[src/rtl/core/ute_pkg.sv]
// Shared types, constants and rounding helper for the UV sphere triangle emitter.
`timescale 1ns / 1ps

package ute_pkg;

  localparam int unsigned MAX_RINGS   = 1024;
  localparam int unsigned MAX_SECTORS = 1024;
  localparam int unsigned MIN_RINGS   = 2;
  localparam int unsigned MIN_SECTORS = 3;

  localparam int unsigned IDX_W = 10;
  localparam int unsigned CNT_W = 11;
  localparam int unsigned RAD_W = 31;
  localparam int unsigned ANG_W = 32;

  localparam int unsigned DIV_STEPS   = 4;
  localparam int unsigned DIV_STAGES  = ANG_W / DIV_STEPS;
  localparam int unsigned TRIG_STAGES = 8;

  localparam int unsigned APB_AW = 4;
  localparam int unsigned APB_DW = 32;

  localparam logic [30:0]        ONE_Q30   = 31'h4000_0000;
  localparam logic signed [65:0] ONE_Q30_W = 66'sd1073741824;
  localparam logic [ANG_W-1:0]   QUARTER   = 32'h4000_0000;
  localparam logic signed [15:0] NORM_ONE  = 16'sd16384;

  localparam logic signed [32:0] K11 = 33'sd3864;
  localparam logic signed [32:0] HORNER_K [5] = '{
    33'sd172272, -33'sd5026995, 33'sd85569306, -33'sd693598668, 33'sd1686629713
  };

  localparam logic [RAD_W-1:0] RESET_RADIUS  = 31'd65536;
  localparam logic [CNT_W-1:0] RESET_RINGS   = 11'd2;
  localparam logic [CNT_W-1:0] RESET_SECTORS = 11'd3;

  typedef enum logic [1:0] {
    REG_RADIUS  = 2'd0,
    REG_RINGS   = 2'd1,
    REG_SECTORS = 2'd2
  } reg_index_e;

  typedef enum logic [1:0] {
    QK_FIRST,
    QK_LAST,
    QK_MID
  } quad_kind_e;

  typedef struct packed {
    logic [IDX_W-1:0] ring_index;
    logic [IDX_W-1:0] sector_index;
  } in_word_t;

  typedef struct packed {
    logic signed [31:0] pos_x;
    logic signed [31:0] pos_y;
    logic signed [31:0] pos_z;
    logic signed [15:0] norm_x;
    logic signed [15:0] norm_y;
    logic signed [15:0] norm_z;
    logic               last_corner;
  } out_word_t;

  typedef struct packed {
    logic last;
    logic pole_top;
    logic pole_bot;
  } corner_tag_t;

  typedef struct packed {
    logic [CNT_W-1:0] r;
    logic [CNT_W-1:0] s;
    corner_tag_t      tag;
  } corner_t;

  // Arithmetic shift right by n, rounding to nearest with ties away from zero.
  function automatic logic signed [65:0] rnd_shift(input logic signed [65:0] p,
                                                   input int unsigned n);
    logic signed [65:0] h;
    h = 66'sd1 <<< (n - 1);
    return (p + h - $signed({65'd0, p[65]})) >>> n;
  endfunction

endpackage

[src/rtl/core/ute_angle.sv]
// Angle pipeline: polar and azimuth turn fractions by restoring division.
`timescale 1ns / 1ps

module ute_angle import ute_pkg::*; (
  input  logic             clk_i,
  input  logic             rst_ni,
  input  logic             en_i,
  input  logic [CNT_W-1:0] rings_i,
  input  logic [CNT_W-1:0] sectors_i,
  input  logic             corner_valid_i,
  input  corner_t          corner_i,
  output logic             angle_valid_o,
  output logic [ANG_W-1:0] phi_o,
  output logic [ANG_W-1:0] theta_o,
  output corner_tag_t      tag_o
);

  typedef struct packed {
    logic [IDX_W-1:0] rem_p;
    logic [IDX_W-1:0] rem_t;
    logic [ANG_W-1:0] q_p;
    logic [ANG_W-1:0] q_t;
    logic             q_top;
    corner_tag_t      tag;
  } div_st_t;

  div_st_t               st_q [DIV_STAGES];
  div_st_t               st_d [DIV_STAGES];
  div_st_t               init;
  logic [DIV_STAGES-1:0] vld_q;

  function automatic div_st_t div_steps(input div_st_t a, input logic [CNT_W-1:0] den_p,
                                        input logic [CNT_W-1:0] den_t);
    div_st_t          b;
    logic [CNT_W-1:0] tp;
    logic [CNT_W-1:0] tt;
    b = a;
    for (int n = 0; n < DIV_STEPS; n++) begin
      tp = {b.rem_p, 1'b0};
      tt = {b.rem_t, 1'b0};
      if (tp >= den_p) begin
        tp = tp - den_p;
        b.q_p = {b.q_p[ANG_W-2:0], 1'b1};
      end else begin
        b.q_p = {b.q_p[ANG_W-2:0], 1'b0};
      end
      if (tt >= den_t) begin
        tt = tt - den_t;
        b.q_t = {b.q_t[ANG_W-2:0], 1'b1};
      end else begin
        b.q_t = {b.q_t[ANG_W-2:0], 1'b0};
      end
      b.rem_p = tp[IDX_W-1:0];
      b.rem_t = tt[IDX_W-1:0];
    end
    return b;
  endfunction

  // The ring at the bottom pole divides evenly and sets the quotient's top bit.
  always_comb begin
    init.q_top = (corner_i.r == rings_i);
    init.rem_p = init.q_top ? '0 : corner_i.r[IDX_W-1:0];
    init.rem_t = corner_i.s[IDX_W-1:0];
    init.q_p   = '0;
    init.q_t   = '0;
    init.tag   = corner_i.tag;
  end

  always_comb begin
    st_d[0] = div_steps(init, rings_i, sectors_i);
    for (int k = 1; k < DIV_STAGES; k++) begin
      st_d[k] = div_steps(st_q[k-1], rings_i, sectors_i);
    end
  end

  always_ff @(posedge clk_i or negedge rst_ni) begin
    if (!rst_ni) begin
      vld_q <= '0;
    end else if (en_i) begin
      vld_q <= {vld_q[DIV_STAGES-2:0], corner_valid_i};
    end
  end

  always_ff @(posedge clk_i) begin
    if (en_i) begin
      for (int k = 0; k < DIV_STAGES; k++) begin
        st_q[k] <= st_d[k];
      end
    end
  end

  assign angle_valid_o = vld_q[DIV_STAGES-1];
  assign phi_o         = {st_q[DIV_STAGES-1].q_top, st_q[DIV_STAGES-1].q_p[ANG_W-1:1]};
  assign theta_o       = st_q[DIV_STAGES-1].q_t;
  assign tag_o         = st_q[DIV_STAGES-1].tag;

endmodule

[config.mk]
export PLATFORM = sky130hd
export DESIGN_NAME = ute_angle
export DESIGN_NICKNAME = d
export VERILOG_FILES = /design/src/rtl/core/ute_pkg.sv /design/src/rtl/core/ute_angle.sv
export SDC_FILE = /design/constraint.sdc
export NUM_CORES = 2
export LEC_CHECK = 0
export ABC_AREA = 0
export BUFFER_PORTS_ARGS = -buffer_cell sky130_fd_sc_hd__buf_4
export CAP_MARGIN = 30
export CORE_MARGIN = 4
export CORE_UTILIZATION = 50
export CTS_CLUSTER_SIZE = 12
export DETAILED_ROUTE_END_ITERATION = 8
export PLACE_DENSITY = 0.69
export SLEW_MARGIN = 20
export SYNTH_ARGS = -nofsm -noshare
export SYNTH_HDL_FRONTEND = slang
export SYNTH_SLANG_ARGS = --single-unit
[constraint.sdc]
create_clock -name clk_i -period 8.3 [get_ports clk_i]
set_input_delay 0.415 -clock clk_i [delete_from_list [all_inputs] [get_ports clk_i]]
set_output_delay 0.415 -clock clk_i [all_outputs]
set_load 0.01 [all_outputs]
== After elaboration in Yosys (flattened, before gate mapping) ==
Memory sizes are Yosys's and may differ from the RTL's.
Cells that the tools add are included.
Widths: inputs -> output; s select.
Storage, ports and cells
  register bits after elaboration: 8
  latch bits: 0
  RAM bits: 704
  memory bits (read-only): 0
  input bits: 51
  output and inout bits: 68
  word-level logic and storage cells: 262
  memories kept: 1
Memories
  st_q: words 8, bits a word 88, rd ports 8, clocked after memory_dff 0, write ports 8, RTL line ute_angle.sv:27  | div_st_t st_q [DIV_STAGES];
Cells by class
  add/sub/neg operators: 64
  multipliers: 0
  div/mod/pow operators: 0
  $lt $le $gt $ge: 64
  equal/unequal tests: 1
  shift operators: 0
  multiplexer cells: 131
  bitwise gates (word level): 0
  reduce and logical (&&, ||, !) cells: 0
Operator list (count)
  $ge 11x11->1: 64
  $mux 10: 65
  $sub 10x10->10: 64
  $mux 1: 66
  $eq 11x11->1: 1

== Logic depth before layout (Yosys ltp) ==
  word-level depth: 10
  depth in mapped cells: 45

== Worst setup path after synthesis ==
Ideal clock, no wire load.
  kind: in2reg
  start: in rings_i[0]
  end: mem st_q[0][80] (netlist bit), data pin
  setup time: 260 ps
  arrival: 9160 ps
  path slack: -1119 ps
  cell stages on the path: 42
  buffers on the path: 6
  path through: buf_2 > buf_2 > buf_2 > xor2_1 > nor4_1 > nand3_1 > clkbuf_1 > nand2_1 > inv_1 > ha_1 > nor2b_1 > o2111ai_1 > nand4_1 > a41o_1 > a21oi_2 > inv_2 > mux2_2 > ha_1 > (+6 left out) > o21ai_0 > ha_1 > or2_2 > a21oi_1 > a31oi_1 > a2111oi_0 > o21a_1 > clkbuf_1 > o21ai_0 > ha_1 > o21a_1 > o31a_1 > o31a_1 > o41a_1 > o211ai_1 > o2bb2ai_1 > inv_2 > mux2_2
RTL lines
  start: declaration: RTL line ute_angle.sv:8  | input logic [CNT_W-1:0] rings_i,
  end: declaration: RTL line ute_angle.sv:27

==> impl_metrics.csv <==
group,metric,value,unit
yosys,yosysWarnings,0,
yosys,syn_area_per_cell,9.72,µm²
yosys,ys.flop_type,"edfxtp_1",
layout,layout_commonest_cell,"ha_1",
clock_tree,numCtsBuffers,59,
timing,fin_skew,0.0340,ns
detailed_routing,routed_via_density,5.82,
critical_path,slowest_delay,0.39,ns
global_route,antenna_found_initial,0,
yosys,async_flop_share,0.0171,
timing,max_freq,0.126,GHz
critical_path,path_delay_family,"compound AO/OA/AOI/OAI gates",
layout,final_core_util,0.590,
place,place.port_buffers,117,
place,place_congestion,0.909,
clock_tree,h-tree-depth,2,
layout,antenna_cells,0,
critical_path,path_buf_inv,4,
clock_tree,cts_tree,"built",
die,initial_utilization,0.504,
yosys,synth-seq-cells,467,
die,rows,112,
clock_tree,clk_latency,0.69,ns
detailed_routing,dr_total_vias,38976,
clock_tree,path_clk_slew,0.06,ns
yosys,ys_seq_area_frac,0.297,
critical_path,cp-start-kind,"flip-flop",
die,die_w,315,µm
yosys,netlist_instances,4850,
layout,layout-drive-gt1-share,0.228,
clock_tree,cts-root-buf,"clkbuf_16",
clock_tree,clock_path_buffers,3,
detailed_routing,drtIter0Drc,2619,
global_route,grtUsageTotal,0.238,
global_route,grt_pass1_wl,194000,µm
timing,worstMarginPinSlew,0.886,ns
run_status,status,"finished clean",
detailed_routing,drc,0,
detailed_routing,drt_pass1_iterations,6,
global_route,grt_pass1_vias,37814,
yosys,synth.area.top_cells,"edfxtp_1 29%, ha_1 17%, mux2_2 8.9%",
yosys,yosysUniqueCellTypes,86,
yosys,syn_nets,5563,
clock_tree,cts_sinks,467,
yosys,synth.largest_area_cell,"edfxtp_1",
critical_path,critPathKind,"reg -> reg",
min_path,hold_path.class,"in -> async",
timing,final-setup-viol-count,0,
timing,min_period,7.94,ns
timing,relSlewSlack,0.409,
place,dp_hpwl,90800,µm
critical_path,endpoint_kind,"flip-flop",
detailed_routing,wl_per_cell,18.1,µm
layout,fin_nets,6103,
die,core_region_area,93500,µm²
timing,drv_slew,0,
critical_path,worstPathMaxFanout,9,
yosys,syn_area,47100,µm²
run,drv_cap,0,
yosys,synth_top_cell_area_share,0.293,
layout,layout_common_cells,"640 x ha_1, 610 x buf_4, 459 x edfxtp_1",
die,dieArea,99200,µm²
critical_path,worstPathArrival,8.36,ns
critical_path,required,8.72,ns
detailed_routing,routed_wl,121000,µm
yosys,synth_edf_count,459,
die,fp.dieH,315,µm
global_route,grt_start_max_net_pins,140,
critical_path,slowest_stage,"edfxtp_1",
timing,period_share,0.956,
die,io_pins,119,
detailed_routing,antenna_left,0,
layout,syn2layout_area_growth,17.1,%
global_route,grt.overflow.total,0,
timing,final_hold_viol_count,0,
==> per-stage QoR <==
stage / instance area, µm² / hold slack [ns] / worst slack, ns / TNS, ns / cells
floorplan: 47400 / 0.119 / -0.214 / -2.23 / 4850
global placement: 53000 / 0.236 / -0.196 / -2.80 / 6575
detailed placement: 53000 / 0.238 / -0.256 / -6.54 / 6575
CTS: 55000 / 0.0488 / 0.298 / 0 / 6691
global route: 55200 / 0.0741 / -0.0569 / -0.118 / 6694
finish: 55200 / 0.106 / 0.365 / 0 / 6694
==> flip-flops by register name, summed over array words and instances, names as in the netlist <==
name,cells
st_q,459
vld_q,8
==> final timing paths <==
check / startpoint / end / slack, ns / depth (start not counted)
setup reg to reg: st_q[0][254] / st_q[0][342] / 0.36 / 33
hold reg to reg: st_q[1][102] / st_q[1][194] / 0.41 / 0
setup / recovery: st_q[0][254] / st_q[0][342] / 0.36 / 33
min in group clk_i: en_i / st_q[1][126] / 0.20 / 1
hold / removal: rst_ni / vld_q[7] / 0.11 / 2
max in group asynchronous: rst_ni / vld_q[2] / 8.06 / 2
==> cell type report <==
type / instances / area (µm²)
multi-input combinational: 4075 / 32000
inverter: 153 / 604
tap: 1254 / 1570
sequential: 467 / 14000
clock inverter: 33 / 402
clock buffer: 78 / 1620
fill: 8038 / 38300
timing repair buffer: 634 / 5000
==> repair_timing <==
action	in CTS	in global routing
gates resized for setup	0	19
endpoints found under the setup margin	0	67
endpoints found under the hold margin	12	0
setup buffers	0	3
hold buffers	5	0
==> synthesized netlist by cell type (31+ instances only) <==
library cell	count
a211oi_1	35
a21o_1	149
a21oi_1	323
a31oi_1	58
and2_1	44
and3_1	37
buf_2	34
buf_4	70
clkbuf_1	41
edfxtp_1	459
ha_1	646
inv_1	137
mux2_2	374
mux2i_1	60
nand2_1	239
nand2b_1	76
nand3_1	54
nand4_1	60
nor2_1	396
nor2b_1	83
nor3_1	129
o211ai_1	37
o21a_1	117
o21ai_0	278
o31a_1	31
or2_2	45
xnor2_1	302
xor2_1	139
==> cell families after synthesis <==
kind of cell | count (synthesis) | share of synthesized area
multiplexers | 439 | 0.103
flip-flops | 467 | 0.297
XOR/XNOR | 441 | 0.0820
AO/OA/AOI/OAI | 1278 | 0.178
adder cells (fa/ha/maj) | 662 | 0.178
AND/OR/NAND/NOR | 1255 | 0.130
buffers and inverters | 308 | 0.0312
==> routing by layer <==
metal | routed length, µm | GRT usage | vias to the layer above
met5 | 0 | 0 | -
met4 | 4300 | 0.0864 | 0
met3 | 5330 | 0.0268 | 254
met2 | 57100 | 0.406 | 838
met1 | 54300 | 0.312 | 18456
li1 | - | - | 19428
Power is left out: the tool's default activity adds up to more than one toggle a clock period on the data nets, which glitch-free logic cannot reach.
