--- src/rtl/core/ute_pkg.sv ---
// Shared types, constants and rounding helper for the UV sphere triangle emitter.
`timescale 1ns / 1ps

package ute_pkg;

  localparam int unsigned MAX_RINGS   = 1024;
  localparam int unsigned MAX_SECTORS = 1024;
  localparam int unsigned MIN_RINGS   = 2;
  localparam int unsigned MIN_SECTORS = 3;

  localparam int unsigned IDX_W = 10;
  localparam int unsigned CNT_W = 11;
  localparam int unsigned RAD_W = 31;
  localparam int unsigned ANG_W = 32;

  localparam int unsigned DIV_STEPS   = 4;
  localparam int unsigned DIV_STAGES  = ANG_W / DIV_STEPS;
  localparam int unsigned TRIG_STAGES = 8;

  localparam int unsigned APB_AW = 4;
  localparam int unsigned APB_DW = 32;

  localparam logic [30:0]        ONE_Q30   = 31'h4000_0000;
  localparam logic signed [65:0] ONE_Q30_W = 66'sd1073741824;
  localparam logic [ANG_W-1:0]   QUARTER   = 32'h4000_0000;
  localparam logic signed [15:0] NORM_ONE  = 16'sd16384;

  localparam logic signed [32:0] K11 = 33'sd3864;
  localparam logic signed [32:0] HORNER_K [5] = '{
    33'sd172272, -33'sd5026995, 33'sd85569306, -33'sd693598668, 33'sd1686629713
  };

  localparam logic [RAD_W-1:0] RESET_RADIUS  = 31'd65536;
  localparam logic [CNT_W-1:0] RESET_RINGS   = 11'd2;
  localparam logic [CNT_W-1:0] RESET_SECTORS = 11'd3;

  typedef enum logic [1:0] {
    REG_RADIUS  = 2'd0,
    REG_RINGS   = 2'd1,
    REG_SECTORS = 2'd2
  } reg_index_e;

  typedef enum logic [1:0] {
    QK_FIRST,
    QK_LAST,
    QK_MID
  } quad_kind_e;

  typedef struct packed {
    logic [IDX_W-1:0] ring_index;
    logic [IDX_W-1:0] sector_index;
  } in_word_t;

  typedef struct packed {
    logic signed [31:0] pos_x;
    logic signed [31:0] pos_y;
    logic signed [31:0] pos_z;
    logic signed [15:0] norm_x;
    logic signed [15:0] norm_y;
    logic signed [15:0] norm_z;
    logic               last_corner;
  } out_word_t;

  typedef struct packed {
    logic last;
    logic pole_top;
    logic pole_bot;
  } corner_tag_t;

  typedef struct packed {
    logic [CNT_W-1:0] r;
    logic [CNT_W-1:0] s;
    corner_tag_t      tag;
  } corner_t;

  // Arithmetic shift right by n, rounding to nearest with ties away from zero.
  function automatic logic signed [65:0] rnd_shift(input logic signed [65:0] p,
                                                   input int unsigned n);
    logic signed [65:0] h;
    h = 66'sd1 <<< (n - 1);
    return (p + h - $signed({65'd0, p[65]})) >>> n;
  endfunction

endpackage

--- src/rtl/core/ute_seq.sv ---
// Quad sequencer: holds one quad and issues its triangle corners one per cycle while enabled.
`timescale 1ns / 1ps

module ute_seq import ute_pkg::*; (
  input  logic             clk_i,
  input  logic             rst_ni,
  input  logic             en_i,
  input  logic [RAD_W-1:0] radius_i,
  input  logic [CNT_W-1:0] rings_i,
  input  logic [CNT_W-1:0] sectors_i,
  input  logic             in_valid_i,
  output logic             in_ready_o,
  input  in_word_t         in_word_i,
  output logic             corner_valid_o,
  output corner_t          corner_o
);

  logic             busy_q, busy_d;
  logic [2:0]       k_q, k_d;
  quad_kind_e       mode_q, mode_d;
  logic [IDX_W-1:0] i_q, i_d, j_q, j_d;
  logic             accept, quad_ok, last_k;
  logic [2:0]       last_idx;
  logic             dr, ds;
  logic [CNT_W-1:0] s_raw;

  assign last_idx   = (mode_q == QK_MID) ? 3'd5 : 3'd2;
  assign last_k     = (k_q == last_idx);
  assign in_ready_o = !busy_q || (en_i && last_k);
  assign accept     = in_valid_i && in_ready_o;
  assign quad_ok    = (radius_i != '0) && ({1'b0, in_word_i.ring_index} < rings_i) &&
                      ({1'b0, in_word_i.sector_index} < sectors_i);

  always_comb begin
    busy_d = busy_q;
    k_d    = k_q;
    mode_d = mode_q;
    i_d    = i_q;
    j_d    = j_q;
    if (busy_q && en_i) begin
      if (last_k) begin
        busy_d = 1'b0;
      end else begin
        k_d = k_q + 3'd1;
      end
    end
    if (accept) begin
      busy_d = quad_ok;
      k_d    = '0;
      i_d    = in_word_i.ring_index;
      j_d    = in_word_i.sector_index;
      priority if (in_word_i.ring_index == '0) begin
        mode_d = QK_FIRST;
      end else if ({1'b0, in_word_i.ring_index} == rings_i - 11'd1) begin
        mode_d = QK_LAST;
      end else begin
        mode_d = QK_MID;
      end
    end
  end

  // Corner offsets: TL, BL, BR, TL, BR, TR; the last ring ends on TR instead of BR.
  always_comb begin
    unique case (k_q)
      3'd1, 3'd4: dr = 1'b1;
      3'd2:       dr = (mode_q != QK_LAST);
      default:    dr = 1'b0;
    endcase
    ds = (k_q == 3'd2) || (k_q == 3'd4) || (k_q == 3'd5);
  end

  assign s_raw = {1'b0, j_q} + {10'd0, ds};

  always_comb begin
    corner_o.r            = {1'b0, i_q} + {10'd0, dr};
    corner_o.s            = (s_raw == sectors_i) ? '0 : s_raw;
    corner_o.tag.last     = last_k;
    corner_o.tag.pole_top = (corner_o.r == '0);
    corner_o.tag.pole_bot = (corner_o.r == rings_i);
  end

  assign corner_valid_o = busy_q;

  always_ff @(posedge clk_i or negedge rst_ni) begin
    if (!rst_ni) begin
      busy_q <= 1'b0;
      k_q    <= '0;
      mode_q <= QK_FIRST;
    end else begin
      busy_q <= busy_d;
      k_q    <= k_d;
      mode_q <= mode_d;
    end
  end

  always_ff @(posedge clk_i) begin
    i_q <= i_d;
    j_q <= j_d;
  end

  assert property (@(posedge clk_i) disable iff (!rst_ni)
    busy_q && !en_i |=> busy_q && $stable(k_q))
    else $error("corner sequence moved during a stall");

  assert property (@(posedge clk_i) disable iff (!rst_ni)
    busy_q |-> (k_q <= 3'd5) && ((mode_q == QK_MID) || (k_q <= 3'd2)))
    else $error("corner counter beyond the quad's corners");

  assert property (@(posedge clk_i) disable iff (!rst_ni)
    accept && busy_q |-> last_k && en_i)
    else $error("new quad taken before the current one was issued");

endmodule

--- config.mk ---
export PLATFORM = sky130hd
export DESIGN_NAME = ute_seq
export DESIGN_NICKNAME = d
export VERILOG_FILES = /design/src/rtl/core/ute_pkg.sv /design/src/rtl/core/ute_seq.sv
export SDC_FILE = /design/constraint.sdc
export NUM_CORES = 1
export LEC_CHECK = 0
export ABC_AREA = 0
export BUFFER_PORTS_ARGS = -buffer_cell sky130_fd_sc_hd__buf_2
export CORE_UTILIZATION = 25
export DETAILED_ROUTE_END_ITERATION = 8
export PLACE_DENSITY = 0.55
export SLEW_MARGIN = 20
export SYNTH_ARGS = -nofsm -noshare
export SYNTH_HDL_FRONTEND = slang
export SYNTH_SLANG_ARGS = --single-unit
--- constraint.sdc ---
create_clock -name clk_i -period 5.2 [get_ports clk_i]
set_input_delay 1.56 -clock clk_i [delete_from_list [all_inputs] [get_ports clk_i]]
set_output_delay 1.56 -clock clk_i [all_outputs]
set_load 0.1 [all_outputs]
After elaboration in Yosys (flattened, before gate mapping)

Cells that the tools add are included.

Mux-type cells: 11
$lt $le $gt $ge: 2
Equality and inequality tests: 11
Reductions and logical operators: 17
Add/subtract/negate cells: 4

Operator list:

| cell                                                                    | number |
|---|---|
| 31-bit nonzero test                                                     | 1 |
| 10-bit by 1-bit adder with 11-bit output                                | 2 |
| 11-bit equality test                                                    | 2 |
| 10-bit by 11-bit less-than comparator with 1-bit output                 | 2 |
| 3-bit 2-to-1 mux                                                        | 4 |
| 10-bit by 11-bit equality test with 1-bit output                        | 1 |
| 11-bit logical NOT                                                      | 1 |
| 11-bit 2-to-1 mux                                                       | 1 |
| 11-bit by 1-bit subtractor with 11-bit output, second input constant    | 1 |
| 10-bit logical NOT                                                      | 1 |
| 3-bit equality test, second input constant                              | 2 |
| 1-bit logical AND                                                       | 5 |
| 2-bit 2-to-1 mux                                                        | 2 |
| 2-bit AND reduction                                                     | 2 |
| 2-bit nonzero test                                                      | 2 |
| 3-bit by 1-bit adder with 3-bit output, second input constant           | 1 |
| 3-bit by 1-bit equality test with 1-bit output, second input constant   | 1 |
| 3-bit by 2-bit equality test with 1-bit output, second input constant   | 1 |
| 3-bit equality test                                                     | 1 |
| 1-bit logical OR                                                        | 3 |
| 1-bit 2-to-1 mux                                                        | 3 |
| 2-bit equality test, second input constant                              | 1 |
| 2-bit by 1-bit inequality test with 1-bit output, second input constant | 1 |
| 2-bit inequality test, second input constant                            | 1 |
| other kinds (3)                                                         | 3 |

Word-level logic and storage cells: 50
Output and inout bits: 27
Register bits: 26
Input bits: 77

Depth between registers and ports, before layout

Gate-level depths: netlist of the first run.

Depth in word-level cells: 8
Gate-level depth with buffers: 12

Worst setup path after synthesis of the first run

OpenSTA, ideal clock, no wires.

Path type: register to output
Start: register k_q[0]
End: output corner_o[0] (netlist name)
Arrival: 6434 ps
Stages on the path, launching flop included: 13
Setup slack: -2794 ps
Path through: dfrtp_1 > inv_1 > ha_1 > a21oi_1 > o21ai_0 > ha_1 > ha_1 > nand3_1 > xnor2_1 > xnor2_1 > and3_1 > nand4_1 > nor4_1

RTL lines:

| item                   | line          | text |
|---|---|---|
| start, declared        | ute_seq.sv:19 | `logic [2:0] k_q, k_d;` |
| start signal, assigned | ute_seq.sv:91 | `k_q <= k_d;` |
| end, declared          | ute_seq.sv:15 | `output corner_t corner_o` |

==> qor.yml, run 1 <==
power_and_ir_drop:
  power_frac_comb_pct: 68.3
  powerDensity_nw_per_um2: 431.9
  p_leak_nw: 1.527
  seq_power_share_pct: 23.2
  swShare_pct: 59.33
  p_int_mw: 0.6358
  power_frac_clock_pct: 8.5
  p_total_mw: 1.563
  vdd_drop_max_mv: 0.2516
  net-switching-power_mw: 0.9276
placed_design:
  dpl.hpwl_mm: 6.475
  gp_congestion: 0.8334
  port_buffers: 103
  post-place-ws_ps: 344.5
clocking:
  clk_path_buf_depth: 2
  cts.clk_slew.worst_paths_ps: 100
  numCtsBuffers: 3
  h-tree-depth: 1
  cts_root_buffer: "clkbuf_8"
  cts.sinks: 26
  cts_tree: "yes"
  worstSkewPairLatency_ps: 280
  hold_buffers: 0
die:
  die_w_um: 106.3
  initial_core_util_pct: 26.13
  core_um2: 10420
  dieArea_um2: 11310
  ios: 104
  core.rowCount: 37
  fp.dieH_um: 106.3
synth:
  synth_edf_count: 20
  yosys.area_share.xor_xnor_pct: 16.60
  synth_adder_area_share_pct: 13.33
  yosysWarnings: 0
  ys_ff_latch: 26
  synthTopCellsByCount: "34 x xnor2_1, 29 x ha_1, 28 x inv_1, 21 x nor2_1, 20 x edfxtp_1"
  yosys.area.top_type_share_pct: 22.07
  synth_cells: 310
  syn_nets: 416
  yosys_most_used_dff: "edfxtp_1"
  yosysUniqueCellTypes: 56
  synthTopCellsByArea: "edfxtp_1 22%, ha_1 13%, xnor2_1 11%"
  synth_most_common_cell: "xnor2_1"
  syn_area_um2: 2721
  synth_top_family_by_area: "simple AND/OR/NAND/NOR gates"
  synth-compound-area-share_pct: 12.32
  synth_largest_area_cell: "edfxtp_1"
  synth.mux.area_fraction_pct: 1.471
  syn_avg_cell_area_um2: 8.779
  ys_seq_area_share_pct: 27.59
  async_flop_share_pct: 23.08
  yosys.area_share.simple_pct: 23.63
setup_path:
  endpoint_kind: "primary output"
  worstPathMaxFanout: 10
  crit_chain: "inv_4 -> ha_1 -> nor2_1 -> a21oi_1 -> ha_2 -> ha_2 -> nand3_1 -> or2_1 -> nand3b_1 -> a221o_1 -> nor3_2 -> buf_4 -> nor2_1 -> buf_2"
  rr_worst_depth: 5
  crit_required_ps: 3640
  reg2reg_from: "k_q[1]"
  critPathLaunchType: "flop"
  cpMaxStageDelayCell: "dfrtp_2"
  r2r_setup_slack_ps: 2860
  max_stage_delay_ps: 490
  crit_arrival_ps: 3340
  worst-setup-path-type: "reg -> out"
  r2r_end: "j_q[9]"
global_route:
  grt_pass1_vias: 2496
  grt_pass1_wl_mm: 12.19
  grt_overflow: 0
  antenna_found_initial: 0
  grt_max_degree: 22
  track_usage_pct: 13.49
sta:
  tightest_slew_ps: 818.6
  max_freq_ghz: 0.2041
  fin_skew_ps: 10.12
  rsz0062_at_grt: "false"
  slew_headroom_pct: 45.36
  holdWs_ps: 563.3
  fin_ws_ps: 301.5
  finalSetupViolCount: 0
  timing.final.crit_share_pct: 94.20
  hold_viol: 0
  period_needed_ps: 4899
  slew_violations: 0
finish:
  diodes: 0
  seqCellArea_um2: 753.2
  multi_input_area_um2: 2008
  drive_gt1_share_pct: 32.85
  final_core_util_pct: 34.75
  final_nets: 518
  syn_to_final_growth_pct: 33.01
  nFillCells: 1107
routing:
  antenna_left: 0
  routedWlPerCell_um: 13.64
  num_vias: 2634
  remaining_drc_errors: 0
  drt_iter0_drc: 103
  wl_mm: 7.459
  viasPerCell: 4.815
  first_pass_iters: 4
min_path:
  min_from: "mode_q[0]"
  hold_depth: 2
  hold_path.class: "reg -> reg"
  holdPathEnd: "mode_q[0]"
status:
  status: "finished, final reports clean"
run:
  drv_cap: 0
[per-stage QoR]
| step | TNS (ps) | instances | area (µm²) |
|---|---|---|---|
| 2_1_floorplan | -2300 | 310 | 2890 |
| 3_3_place_gp | 0 | 543 | 3551 |
| 3_5_place_dp | 0 | 543 | 3551 |
| 4_1_cts | 0 | 547 | 3606 |
| 5_1_grt | 0 | 547 | 3620 |
| 6_report | 0 | 547 | 3620 |
[final cells by class]
type	count	area share [%]
clock buffer	4	1.521
inverter	28	2.973
multi-input combinational	249	55.48
sequential	26	20.81
tap	136	4.701
timing repair buffer	104	14.52
[layer usage]
metal,part of all wire (%),track usage (%),up-vias
met5,0,0,-
met4,1.2,4.167,0
met3,5.5,1.471,5
met2,48,23.33,78
met1,45,17.47,1218
li1,-,-,1333
[worst max-delay path by stage]
| stage | startpoint | end | slack (ps) |
|---|---|---|---|
| floorplan | k_q[0] | corner_o[1] | -1310 |
| global placement | sectors_i[3] | corner_o[3] | 400 |
| detailed placement | sectors_i[3] | corner_o[5] | 340 |
| CTS | k_q[0] | corner_o[5] | 200 |
| global route | k_q[1] | corner_o[8] | 10 |
| finish | k_q[0] | corner_o[5] | 300 |
[worst max-delay path: cells and delay by family (launching register included)]
kind | cells | cell delay, ps
adders and majority gates | 3 | 650
buffers and inverters | 3 | 590
DFF | 1 | 490
AOI/OAI and AO/OA | 2 | 540
and+or+nand+nor | 6 | 790
[state kept, by name, indices dropped and copies added (netlist names)]
| signal | flops |
|---|---|
| i_q | 10 |
| j_q | 10 |
| k_q | 3 |
| mode_q | 2 |
| corner_valid_o | 1 |
[kinds of logic after synthesis]
kind of cell	Yosys count
xor+xnor	50
fa+ha+maj	29
mux	4
buf+inv	35
flops	26
simple gates	115
compound gates	51
[placed cells by master (no fill, tap or decap), types with 8 or more instances in the layout]
cell      count
buf_2       102
xnor2_1      31
inv_1        26
ha_1         23
nor2_1       20
edfxtp_1     20
nand2_1      15
nand3_1      13
nor4_1       13
a21oi_1      12
xor2_1       12
nand4_1      10
o21ai_0       9
nor3_1        8
[timing repair]
action,4_1_cts,5_1_grt
resized for setup,0,5
setup buffers,0,0
setup endpoints to repair,0,11
[power by group through the flow]
stage                     Combinational [mW]  Clock (mW)  Sequential, mW
after floorplan                        0.879           0           0.372
after global placement                  1.06           0           0.364
after detailed placement                1.07           0           0.367
after CTS                               1.07       0.139           0.362
after global routing                    1.14       0.145           0.372
final                                   1.07       0.133           0.362
Power figures use the tool's default switching activity.
==> run 2: changes to the inputs <==
--- a/config.mk
+++ b/config.mk
@@ -6,10 +6,12 @@
 export NUM_CORES = 1
 export LEC_CHECK = 0
 export ABC_AREA = 0
+export ABC_CLOCK_PERIOD_IN_PS = 5200
 export BUFFER_PORTS_ARGS = -buffer_cell sky130_fd_sc_hd__buf_2
-export CORE_UTILIZATION = 25
+export CORE_UTILIZATION = 50
 export DETAILED_ROUTE_END_ITERATION = 8
-export PLACE_DENSITY = 0.55
+export PLACE_DENSITY = 0.9
+export SKIP_CTS_REPAIR_TIMING = 1
 export SLEW_MARGIN = 20
 export SYNTH_ARGS = -nofsm -noshare
 export SYNTH_HDL_FRONTEND = slang
==> run 2 against run 1 <==
Non-clock buffer count unchanged. First-iteration DRC count fell by 21%. Routed wire length down 1.5%.
==> qor.yml, run 2 (synthesis results as in run 1) <==
clocking:
  clk_path_buf_depth: 2  # unchanged
  numCtsBuffers: 3  # unchanged
  h-tree-depth: 1  # unchanged
  cts_root_buffer: "clkbuf_8"  # unchanged
  worstSkewPairLatency_ps: 270  # was 280 ps
  cts.sinks: 26  # unchanged
  cts_tree: "yes"  # unchanged
  cts.clk_slew.worst_paths_ps: 90  # was 100 ps
routing:
  wl_mm: 7.344  # was 7.459 mm
  drt_iter0_drc: 81  # was 103
  num_vias: 2786  # was 2634
  first_pass_iters: 4  # unchanged
  routedWlPerCell_um: 15.27  # was 13.64 µm
  remaining_drc_errors: 0  # unchanged
  viasPerCell: 5.792  # was 4.815
  antenna_left: 0  # unchanged
finish:
  final_nets: 518  # unchanged
  final_core_util_pct: 68.43  # was 34.75%
  diodes: 0  # unchanged
  stdcell_count: 481  # was 547
  layout_common_cells: "99 x buf_2, 31 x xnor2_1, 26 x inv_1"  # was 102 x buf_2, 31 x xnor2_1, 26 x inv_1
  drive_gt1_share_pct: 32.60  # was 32.85%
  syn_to_final_growth_pct: 30.07  # was 33.01%
  reg_top3: "i_q (10), j_q (10), k_q (3)"  # unchanged
  final_common_cell: "buf_2"  # unchanged
placed_design:
  post-place-ws_ps: 338.5  # was 344.5 ps
  place_inst: 477  # was 543
  gp_congestion: 0.8637  # was 0.8334
  port_buffers: 103  # unchanged
  dpl.hpwl_mm: 6.055  # was 6.475 mm
die:
  fp.dieH_um: 75.78  # was 106.3 µm
  dieArea_um2: 5742  # was 11310 µm²
  initial_core_util_pct: 52.61  # was 26.13%
  core_um2: 5172  # was 10420 µm²
  core.rowCount: 26  # was 37
  ios: 104  # unchanged
  die_w_um: 75.78  # was 106.3 µm
setup_path:
  critPathLaunchType: "flop"  # unchanged
  reg2reg_from: "k_q[1]"  # unchanged
  crit_required_ps: 3640  # about the same
  worstPathMaxFanout: 10  # unchanged
  crit_arrival_ps: 3390  # was 3340 ps
  worst-setup-path-type: "reg -> out"  # unchanged
  startpoint: "k_q[0]"  # unchanged
  endpoint_kind: "primary output"  # unchanged
global_route:
  grt_pass1_vias: 2621  # was 2496
  antenna_found_initial: 0  # unchanged
  grt_max_degree: 22  # unchanged
  grt_overflow: 0  # unchanged
  track_usage_pct: 26.16  # was 13.49%
  grt_pass1_wl_mm: 11.39  # was 12.19 mm
sta:
  finalSetupViolCount: 0  # unchanged
  fin_skew_ps: 2.588  # was 10.12 ps
  slew_headroom_pct: 45.89  # was 45.36%
  period_needed_ps: 4955  # was 4899 ps
  hold_viol: 0  # unchanged
  tightest_slew_ps: 810.7  # was 818.6 ps
  slew_violations: 0  # unchanged
  timing.final.crit_share_pct: 95.28  # was 94.20%
  rsz0062_at_grt: "false"  # unchanged
  holdWs_ps: 551.0  # was 563.3 ps
  fin_ws_ps: 245.4  # was 301.5 ps
  max_freq_ghz: 0.2018  # was 0.2041 GHz
power_and_ir_drop:
  vdd_drop_max_mv: 0.3774  # was 0.2516 mV
  p_total_mw: 1.570  # was 1.563 mW
  p_leak_nw: 1.528  # was 1.527 nW
  powerDensity_nw_per_um2: 443.7  # was 431.9 nW/µm²
min_path:
  hold_path.class: "reg -> reg"  # unchanged
  min_from: "mode_q[0]"  # unchanged
status:
  status: "finished, final reports clean"  # unchanged
run:
  drv_cap: 0  # unchanged
-- run 2: cell types whose count changed in the layout (fill, tap and decap cells not counted) --
cell	change
a2111oi_1	+1
a2111oi_2	-1
buf_2	-3
clkbuf_4	+3
-- run 2: final cells by class --
class                           instances  area [µm²]
Tap cell                               70       87.58
Multi-Input combinational cell        249        2003
Clock buffer                            4       55.05
Sequential cell                        26       753.2
Fill cell                             411        1633
Inverter                               28       107.6
Timing Repair Buffer                  104       533.0
-- run 2: metal layers --
layer | vias to the layer above | share of wire (%) | track usage, %
met5 | - | 0 | 0
met4 | 0 | 2.6 | 11.93
met3 | 17 | 6.2 | 2.910
met2 | 135 | 51 | 47.30
met1 | 1293 | 40 | 30.99
li1 | 1341 | - | -
-- run 2: power by group --
part | switching [mW] | internal, mW
clock | 0.0643 | 0.0678
sequential | 0.0751 | 0.286
combinational | 0.792 | 0.285
-- run 2: path summary, 6_finish.rpt --
check / cells after the start / endpoint / slack [ps]
max: 14 / corner_o[4] / 250
min: 2 / mode_q[0] / 550
max reg2reg: 5 / j_q[6] / 2830
min reg2reg: 2 / mode_q[0] / 550
max in group asynchronous: 1 / k_q[0] / 3940
min in group asynchronous: 1 / k_q[2] / 1100
-- run 2: critical path: stages, from the launching register on --
cell and delay, ps:
dfrtp_2 480, inv_4 110, ha_1 150, nor2_1 40
a21oi_1 220, ha_2 270, ha_2 240, nand3_1 110
or2_1 270, nand3b_1 170, a221o_1 330, nor3_2 170
buf_4 200, nor2b_1 60, buf_2 290
-- run 2: through the flow --
stage | cell area (µm²) | TNS, ps
5_1_grt | 3540 | 0
6_report | 3540 | 0
4_1_cts | 3523 | 0
3_3_place_gp | 3468 | 0
2_1_floorplan | 2890 | -2300
3_5_place_dp | 3468 | 0
